$ cat src/hdl/uirf_pkg.sv
// shared constants and types of the uart receive framer
`timescale 1ns / 1ps

package uirf_pkg;

  // ring depth default and field widths
  localparam int unsigned RING_DEPTH_DEF = 64;
  localparam int unsigned BYTE_W         = 8;
  localparam int unsigned TIMER_W        = 8;

  // idle timeout after reset, in ticks
  localparam logic [TIMER_W-1:0] TIMEOUT_RESET = 8'd3;

  // input item kind
  typedef enum logic {
    FUNC_BYTE = 1'b0,
    FUNC_TICK = 1'b1
  } func_e;

endpackage

$ cat src/hdl/uirf_in_if.sv
// input channel of the framer: received bytes and timer ticks
`timescale 1ns / 1ps

interface uirf_in_if;
  logic                             valid;
  logic                             ready;
  uirf_pkg::func_e                  func;
  logic [uirf_pkg::BYTE_W-1:0]      rx_byte;

  modport source (output valid, output func, output rx_byte, input ready);
  modport sink   (input valid, input func, input rx_byte, output ready);
endinterface

$ cat src/hdl/uirf_out_if.sv
// output channel of the framer: released frame bytes
`timescale 1ns / 1ps

interface uirf_out_if;
  logic                             valid;
  logic                             ready;
  logic [uirf_pkg::BYTE_W-1:0]      out_byte;
  logic                             frame_end;
  logic                             frame_empty;

  modport source (output valid, output out_byte, output frame_end, output frame_empty,
                  input ready);
  modport sink   (input valid, input out_byte, input frame_end, input frame_empty,
                  output ready);
endinterface

$ cat src/hdl/uart_rx_idle_timeout_framer.sv
// uart receive framer: byte ring with idle timeout release
`timescale 1ns / 1ps

// Collects received bytes in a ring memory of RingDepth entries and releases
// them as one frame once idle_timeout ticks pass with no new byte. A byte or
// a tick transaction is taken while the framer is idle. On expiry the held
// bytes are read from the ring memory one per cycle while the output does
// not stall, through a registered read and then the output register, and
// the input is held off until the walk ends; an expiry with nothing held
// gives one empty-frame result. Results sit in an output register, so a
// byte may be taken while the last result of a frame still waits. Filling
// the ring discards everything held. The ring needs no clearing after reset.
module uart_rx_idle_timeout_framer #(
  parameter int unsigned RingDepth = uirf_pkg::RING_DEPTH_DEF
) (
  input  logic                         clk_i,
  input  logic                         rst_ni,
  uirf_in_if.sink                      in_i,
  uirf_out_if.source                   out_o,
  input  logic                         cfg_we_i,
  input  logic [uirf_pkg::TIMER_W-1:0] cfg_data_i
);

  localparam int unsigned PosW = $clog2(RingDepth);
  localparam logic [PosW-1:0] LastPos = PosW'(RingDepth - 1);

  localparam logic [1:0] ST_IDLE  = 2'd0;
  localparam logic [1:0] ST_DRAIN = 2'd1;
  localparam logic [1:0] ST_EMPTY = 2'd2;

  function automatic logic [PosW-1:0] next_pos(input logic [PosW-1:0] pos);
    return (pos == LastPos) ? '0 : pos + 1'b1;
  endfunction

  logic [1:0]                    state_q, state_d;
  logic [PosW-1:0]               wr_pos_q, wr_pos_d;
  logic [PosW-1:0]               rd_pos_q, rd_pos_d;
  logic [PosW-1:0]               held_q, held_d;
  logic [uirf_pkg::TIMER_W-1:0]  timer_q, timer_d;
  logic                          armed_q, armed_d;
  logic [uirf_pkg::TIMER_W-1:0]  timeout_q;
  logic                          inflight_q, inflight_d;
  logic                          inflight_last_q, inflight_last_d;

  logic                          out_valid_q, out_valid_d;
  logic [uirf_pkg::BYTE_W-1:0]   out_byte_q, out_byte_d;
  logic                          out_end_q, out_end_d;
  logic                          out_empty_q, out_empty_d;

  logic [uirf_pkg::BYTE_W-1:0]   ring_mem [RingDepth];
  logic [uirf_pkg::BYTE_W-1:0]   rd_data_q;
  logic                          wr_en;
  logic                          rd_en;

  logic in_fire, byte_fire, tick_fire;
  logic can_load, load_byte, load_empty;
  logic [PosW-1:0] wr_pos_inc;

  // input handshake decode
  assign in_i.ready = (state_q == ST_IDLE);
  assign in_fire    = in_i.valid && in_i.ready;
  assign byte_fire  = in_fire && (in_i.func == uirf_pkg::FUNC_BYTE);
  assign tick_fire  = in_fire && (in_i.func == uirf_pkg::FUNC_TICK);
  assign wr_pos_inc = next_pos(wr_pos_q);

  // output register may take a new result
  assign can_load   = !out_valid_q || out_o.ready;
  assign load_byte  = inflight_q && can_load;
  assign load_empty = (state_q == ST_EMPTY) && can_load;

  // read issue while draining, one ahead of the output register
  assign rd_en = (state_q == ST_DRAIN) && (held_q != '0) && (!inflight_q || load_byte);
  assign wr_en = byte_fire;

  // ring memory, one write and one registered read port
  always_ff @(posedge clk_i) begin
    if (wr_en) begin
      ring_mem[wr_pos_q] <= in_i.rx_byte;
    end
    if (rd_en) begin
      rd_data_q <= ring_mem[rd_pos_q];
    end
  end

  // sequencer and ring bookkeeping
  always_comb begin
    state_d         = state_q;
    wr_pos_d        = wr_pos_q;
    rd_pos_d        = rd_pos_q;
    held_d          = held_q;
    timer_d         = timer_q;
    armed_d         = armed_q;
    inflight_d      = inflight_q;
    inflight_last_d = inflight_last_q;
    unique case (state_q)
      ST_IDLE: begin
        if (byte_fire) begin
          if (wr_pos_inc == rd_pos_q) begin
            wr_pos_d = '0;
            rd_pos_d = '0;
            held_d   = '0;
          end else begin
            wr_pos_d = wr_pos_inc;
            held_d   = held_q + 1'b1;
          end
          timer_d = timeout_q;
          armed_d = 1'b1;
        end else if (tick_fire && armed_q) begin
          if (timer_q > uirf_pkg::TIMER_W'(1)) begin
            timer_d = timer_q - 1'b1;
          end else begin
            timer_d = '0;
            armed_d = 1'b0;
            state_d = (held_q == '0) ? ST_EMPTY : ST_DRAIN;
          end
        end
      end
      ST_DRAIN: begin
        if (rd_en) begin
          rd_pos_d        = next_pos(rd_pos_q);
          held_d          = held_q - 1'b1;
          inflight_d      = 1'b1;
          inflight_last_d = (held_q == PosW'(1));
        end else if (load_byte) begin
          inflight_d = 1'b0;
        end
        if ((held_q == '0) && !inflight_q) begin
          state_d = ST_IDLE;
        end
      end
      ST_EMPTY: begin
        if (can_load) begin
          state_d = ST_IDLE;
        end
      end
      default: begin
        state_d = ST_IDLE;
      end
    endcase
  end

  // output register
  always_comb begin
    out_valid_d = out_valid_q;
    out_byte_d  = out_byte_q;
    out_end_d   = out_end_q;
    out_empty_d = out_empty_q;
    if (load_byte) begin
      out_valid_d = 1'b1;
      out_byte_d  = rd_data_q;
      out_end_d   = inflight_last_q;
      out_empty_d = 1'b0;
    end else if (load_empty) begin
      out_valid_d = 1'b1;
      out_byte_d  = '0;
      out_end_d   = 1'b1;
      out_empty_d = 1'b1;
    end else if (out_o.ready) begin
      out_valid_d = 1'b0;
    end
  end

  // control registers
  always_ff @(posedge clk_i or negedge rst_ni) begin
    if (!rst_ni) begin
      state_q         <= ST_IDLE;
      wr_pos_q        <= '0;
      rd_pos_q        <= '0;
      held_q          <= '0;
      timer_q         <= '0;
      armed_q         <= 1'b0;
      timeout_q       <= uirf_pkg::TIMEOUT_RESET;
      inflight_q      <= 1'b0;
      inflight_last_q <= 1'b0;
      out_valid_q     <= 1'b0;
    end else begin
      state_q         <= state_d;
      wr_pos_q        <= wr_pos_d;
      rd_pos_q        <= rd_pos_d;
      held_q          <= held_d;
      timer_q         <= timer_d;
      armed_q         <= armed_d;
      inflight_q      <= inflight_d;
      inflight_last_q <= inflight_last_d;
      out_valid_q     <= out_valid_d;
      if (cfg_we_i) begin
        timeout_q <= cfg_data_i;
      end
    end
  end

  // output payload registers
  always_ff @(posedge clk_i) begin
    out_byte_q  <= out_byte_d;
    out_end_q   <= out_end_d;
    out_empty_q <= out_empty_d;
  end

  assign out_o.valid       = out_valid_q;
  assign out_o.out_byte    = out_byte_q;
  assign out_o.frame_end   = out_end_q;
  assign out_o.frame_empty = out_empty_q;

endmodule

$ cat src/flat_wrapper.sv
// flat-port wrapper written by rule: the top's interface ports become plain ports
module uart_rx_idle_timeout_framer_flat 
#(
  parameter int unsigned RingDepth = uirf_pkg::RING_DEPTH_DEF
)
  (clk_i, rst_ni, cfg_we_i, cfg_data_i, in_i_valid, in_i_func, in_i_rx_byte, in_i_ready, out_o_valid, out_o_out_byte, out_o_frame_end, out_o_frame_empty, out_o_ready);
  uirf_in_if in_i_i ();
  uirf_out_if out_o_i ();
  input  logic clk_i;
  input  logic rst_ni;
  input  logic cfg_we_i;
  input  logic [uirf_pkg::TIMER_W-1:0] cfg_data_i;
  input wire logic [$bits(in_i_i.valid)-1:0] in_i_valid;
  input wire logic [$bits(in_i_i.func)-1:0] in_i_func;
  input wire logic [$bits(in_i_i.rx_byte)-1:0] in_i_rx_byte;
  output wire logic [$bits(in_i_i.ready)-1:0] in_i_ready;
  output wire logic [$bits(out_o_i.valid)-1:0] out_o_valid;
  output wire logic [$bits(out_o_i.out_byte)-1:0] out_o_out_byte;
  output wire logic [$bits(out_o_i.frame_end)-1:0] out_o_frame_end;
  output wire logic [$bits(out_o_i.frame_empty)-1:0] out_o_frame_empty;
  input wire logic [$bits(out_o_i.ready)-1:0] out_o_ready;
  assign in_i_i.valid = in_i_valid;
  assign in_i_i.func = in_i_func;
  assign in_i_i.rx_byte = in_i_rx_byte;
  assign in_i_ready = in_i_i.ready;
  assign out_o_valid = out_o_i.valid;
  assign out_o_out_byte = out_o_i.out_byte;
  assign out_o_frame_end = out_o_i.frame_end;
  assign out_o_frame_empty = out_o_i.frame_empty;
  assign out_o_i.ready = out_o_ready;
  uart_rx_idle_timeout_framer #(.RingDepth(RingDepth)) u_core (.clk_i(clk_i), .rst_ni(rst_ni), .in_i(in_i_i), .out_o(out_o_i), .cfg_we_i(cfg_we_i), .cfg_data_i(cfg_data_i));
endmodule
$ cat config.mk
export PLATFORM = sky130hd
export DESIGN_NAME = uart_rx_idle_timeout_framer_flat
export DESIGN_NICKNAME = d
export VERILOG_FILES = /design/src/hdl/uirf_pkg.sv /design/src/hdl/uirf_in_if.sv /design/src/hdl/uirf_out_if.sv /design/src/hdl/uart_rx_idle_timeout_framer.sv /design/src/flat_wrapper.sv
export SDC_FILE = /design/constraint.sdc
export NUM_CORES = 1
export LEC_CHECK = 0
export ABC_AREA = 1
export BUFFER_PORTS_ARGS = -buffer_cell sky130_fd_sc_hd__clkbuf_2
export CELL_PAD_IN_SITES_DETAIL_PLACEMENT = 1
export CELL_PAD_IN_SITES_GLOBAL_PLACEMENT = 1
export CORE_AREA = 10 10 269 322
export DETAILED_ROUTE_END_ITERATION = 7
export DIE_AREA = 0 0 279 332
export PLACE_DENSITY = 0.63
export SLEW_MARGIN = 0
export SYNTH_ARGS = -nofsm -noshare
export SYNTH_HDL_FRONTEND = slang
export SYNTH_SLANG_ARGS = --single-unit
export TNS_END_PERCENT = 50
$ cat constraint.sdc
create_clock -name clk_i -period 2 [get_ports clk_i]
set_clock_uncertainty 0.1 [all_clocks]
set_input_delay 0 -clock clk_i [delete_from_list [all_inputs] [get_ports clk_i]]
set_output_delay 0 -clock clk_i [all_outputs]
set_load 0.01 [all_outputs]
==> out/results.txt <==
By area the synthesized netlist is led by sky130_fd_sc_hd__edfxtp_1 (67%), sky130_fd_sc_hd__nand2_1 (7.2%), sky130_fd_sc_hd__o21ai_0 (4.4%), sky130_fd_sc_hd__nor2_1 (4.2%), sky130_fd_sc_hd__dfrtp_1 (4.0%). After synthesis, the share of flip-flops with an asynchronous set or reset is 7.018%. The pre-antenna-repair detailed-routing pass consisted of 5 iterations. Summing the areas of all xor and xnor instances in the mapped netlist gives 0.4049% of the synthesized area.

The total overflow left after global routing is 0. The via count of the first global-routing pass is 18,060. The average size of a mapped cell came out at 11.42 sq um. By instance count, the leading cell after synthesis is sky130_fd_sc_hd__edfxtp_1.

The worst setup path is captured at a register. The overall power after layout was 39.94 mW; the period utilization was 108.2%. Summed over all nets, the half-perimeter wirelength after detailed placement is 45,590 um.

The sum of routed wire length over all layers was 75,590 um. For the sequential cell fraction of total power, the log shows 34.2%. The run gives 39.4% as the share of total power in combinational logic. The fraction of the mapped netlist area in compound gates is 8.018%. The least setup slack across all paths after layout is -164.7 ps, and the final critical path time including I/O delays and setup is 2165 ps. For the clock tree buffer depth, the log shows 3. The H-tree was split into 2 levels. In this run, placement finished with an instance count of 3,197.

The number of buffers added by the clock tree synthesis step came out at 58. The number of standard cells in the layout, taps in and fillers out came out at 3,409. The internal power consumption is 25.43 mW. Setup repair after global routing could not meet its margin everywhere.

For the worst-skew pair, the clock arrives at the later sink with an insertion delay of 630 ps. In this run the power density over the cells is 1278 nW/um^2. Largest fanout on the critical path: 9. Walking the worst path, the cells encountered are buf_12 > buf_16 > buf_12 > o21ai_4 > o22ai_2 > nand2_1 > nand2_1 > nand2_1 > nand2_2 > nand3_2 > nand2_1.

The maximum cell stage delay along the critical path was 520 ps. The flow ran to the end, but the final reports show violations. The class of the worst hold path is in2reg.

Counting the fill cells in the layout gives 8,490. The run gives 0 as the number of maximum-capacitance constraint violations. The die boundary height is 332 um, and the count of routing violations after the opening detailed-route iteration is 1,103. After floorplanning, the core was sized to cover 80,160 sq um. Hold violation count in the final report: 0. The tools report the critical path startpoint category as a register.

From synthesis to final layout, the design area changed by 31.37%. The area occupied by multi-input gates is 7167 sq um. The worst pin sits at a relative slew slack of 40.86%. Multiplexer cells account for 0.1420% of the synthesized area. For the pin with the worst max-slew slack, the measured transition is 887.1 ps.

Ranked by instance count, the synthesized netlist is headed by sky130_fd_sc_hd__edfxtp_1 (529), sky130_fd_sc_hd__nand2_1 (454), sky130_fd_sc_hd__nor2_1 (267), sky130_fd_sc_hd__o21ai_0 (209), sky130_fd_sc_hd__nand3_1 (187). On the critical path, the stage with the largest delay is an instance of sky130_fd_sc_hd__dfrtp_4. The I/O pin count was 34. Yosys printed 0 warnings. The pin count of the biggest net entering global routing was 65; the fraction of layout instances using a drive strength above 1 was 25.45%. The type of the worst setup path was reg2reg. Number of input and output port buffers inserted: 33.

The area enclosed by the die boundary came out at 92,630 sq um. For the sequential standard cell area, the log shows 16,920 sq um. Among cell families on the critical path, the largest total delay comes from flip-flops. The count of state elements after synthesis was 570; the leakage power total was 11.19 nW.

The total DRC errors in the routed layout came out at 0. The initial antenna violation count was 0. The tools report the number of antenna repair diodes as 0. By instance count, the cell type seen most on the critical path is sky130_fd_sc_hd__nand2_1.

The first global-routing pass estimated 110,800 um of wire. Cell type with the largest total area after synthesis: sky130_fd_sc_hd__edfxtp_1. The tightest hold path in the finished design has a slack of 126.5 ps. The most frequently used flop master after synthesis is sky130_fd_sc_hd__edfxtp_1.

Initial cell density of the core: 29.69%. Counting every net in the synthesized netlist gives 2,113. The tools report the clock root buffer as sky130_fd_sc_hd__clkbuf_16. Counting flops with a built-in enable in the synthesized netlist gives 529.

TritonCTS built the clock tree. The floorplan step set the die width to 279 um. The detailed router placed 17,130 vias in this run. Critical path arrival: 2440 ps. At the end of routability-driven placement, the weighted congestion stood at 0.8274. The number of buffers and inverters on the critical path is 3.

Before CTS, the worst setup slack after placement is -295.1 ps. Of the total power, the clock network draws 26.5%. Per-cell via count in the routed design: 5.024.

Clock-pin slew was measured on the worst setup and hold paths at 60 ps. In this run the core area contains 114 standard-cell rows. After synthesis, flip-flops and latches occupy 71.06% of the total area.

The max-slew violation count is 0. The basic-gate share of the synthesized area counting and, or, nand and nor cells came out at 16.29%. Synthesis produced a netlist whose cell count is 2,084.

The synthesized netlist devotes 0.3681% of its cell area to adder and majority cells. The detail-routed net length per standard cell works out to 22.17 um. Area share of the leading cell type in the synthesized netlist: 66.75%.

The final reports fail on setup timing. The worst IR drop on VDD was 0.7894 mV; the number of clock sinks was 570. In this run switching power makes up 36.32% of total power. The tools report the achievable clock frequency as 0.4620 GHz. The count of distinct cell types in the synthesized netlist was 38; the data required time of the critical path was 2280 ps. The analysis attributes to net switching a power of 14.51 mW.

Setup violations remaining at the end of the flow were counted as 129. For this run, the total global-route usage over all layers was measured as 15.35%. The cell area that synthesis handed to floorplanning was 23,800 sq um. Summed over all failing endpoints, the final setup total negative slack is -5394 ps. The combinational family with the most area after synthesis is simple AND/OR/NAND/NOR gates. The number of nets in the layout came out at 2,346. Remaining antenna violation count after routing: 0.
cell type report:
type / instances / share of cell area [%]
well taps: 1044 / 4.179
clock inverters: 39 / 1.077
multi-input cells: 1314 / 22.93
repair inverters: 2 / 0.08805
repair buffers: 292 / 11.75
clock buffers: 69 / 4.775
inverters: 79 / 1.081
flip-flops and latches: 570 / 54.13
layout by cell type (no fill, tap or decap), types with 54 or more instances in the layout:
cell type,netlist,final
sky130_fd_sc_hd__nand3_1,187,153
sky130_fd_sc_hd__edfxtp_1,529,529
sky130_fd_sc_hd__buf_12,0,68
sky130_fd_sc_hd__buf_4,13,109
sky130_fd_sc_hd__nor2_4,3,63
sky130_fd_sc_hd__nand2_2,1,54
sky130_fd_sc_hd__nor2_1,267,199
sky130_fd_sc_hd__nand2_1,454,397
sky130_fd_sc_hd__o22ai_1,85,79
sky130_fd_sc_hd__clkbuf_16,0,70
sky130_fd_sc_hd__inv_1,72,64
sky130_fd_sc_hd__o21ai_0,209,135
per-layer routing:
layer / vias up / wire length [um] / track usage (%)
met2: 396 / 38550 / 27.18
met5: - / 0 / 0
met1: 8775 / 31350 / 18.89
li1: 7833 / - / -
met4: 0 / 2867 / 5.440
met3: 123 / 2827 / 1.939
per-stage QoR:
step                      cell area, sq um  utilization, %
after floorplan                      24170               -
after global placement               26890           33.55
after detailed placement             26890           33.55
after CTS                            30100           37.54
after global routing                 31260           39.00
final                                31260           39.00
registers in the layout, indices dropped and copies added, names as in the netlist, 6 cells and up:
| register | cells |
|---|---|
| u_core.held_q | 6 |
| u_core.rd_data_q | 8 |
| u_core.out_o.out_byte | 8 |
| u_core.timer_q | 8 |
| u_core.ring_mem | 512 |
| u_core.rd_pos_q | 6 |
| u_core.timeout_q | 8 |
| u_core.wr_pos_q | 6 |
timing repair:
| action | 4_1_cts | 5_1_grt |
|---|---|---|
| hold endpoints to repair | 392 | 0 |
| resized for setup | 137 | 211 |
| hold buffers | 34 | 0 |
| pin swaps | 30 | 56 |
| endpoints found under the setup margin | 206 | 468 |
| buffers inserted | 34 | 16 |
| gates cloned | 9 | 13 |
power by group through the flow:
| stage | registers (mW) | clock network (mW) | logic, mW |
|---|---|---|---|
| detailed placement | 13.9 | 0 | 11.9 |
| CTS | 13.6 | 10.8 | 13.8 |
| finish | 13.6 | 10.6 | 15.7 |
| global placement | 13.9 | 0 | 11.8 |
| global route | 13.7 | 11.2 | 17.0 |
| floorplan | 13.8 | 0 | 6.96 |
worst paths after layout:
kind	end	slack, ps	start	cells after the start
setup / recovery	u_core.rd_data_q[0]$_DFFE_PP_	-160	u_core.rd_pos_q[0]$_DFFE_PN0P_	11
hold / removal	u_core.ring_mem[47][3]$_DFFE_PP_	130	in_i_rx_byte[3]	1
setup reg to reg	u_core.rd_data_q[0]$_DFFE_PP_	-160	u_core.rd_pos_q[0]$_DFFE_PN0P_	11
hold reg to reg	u_core.out_o.frame_empty$_SDFFE_PP0P_	390	u_core.out_o.frame_empty$_SDFFE_PP0P_	2
max in group asynchronous	u_core.timer_q[1]$_DFFE_PN0P_	500	rst_ni	4
min in group asynchronous	u_core.timeout_q[0]$_DFFE_PN1P_	390	rst_ni	3
kinds of logic after synthesis:
family	after synthesis
xor gates and xnor gates	11
AOI/OAI and AO/OA	354
buffers and inverters	200
DFF	570
adders and majority gates	7
and+or+nand+nor	939
muxes	3
(Power assumes the default switching activity.)
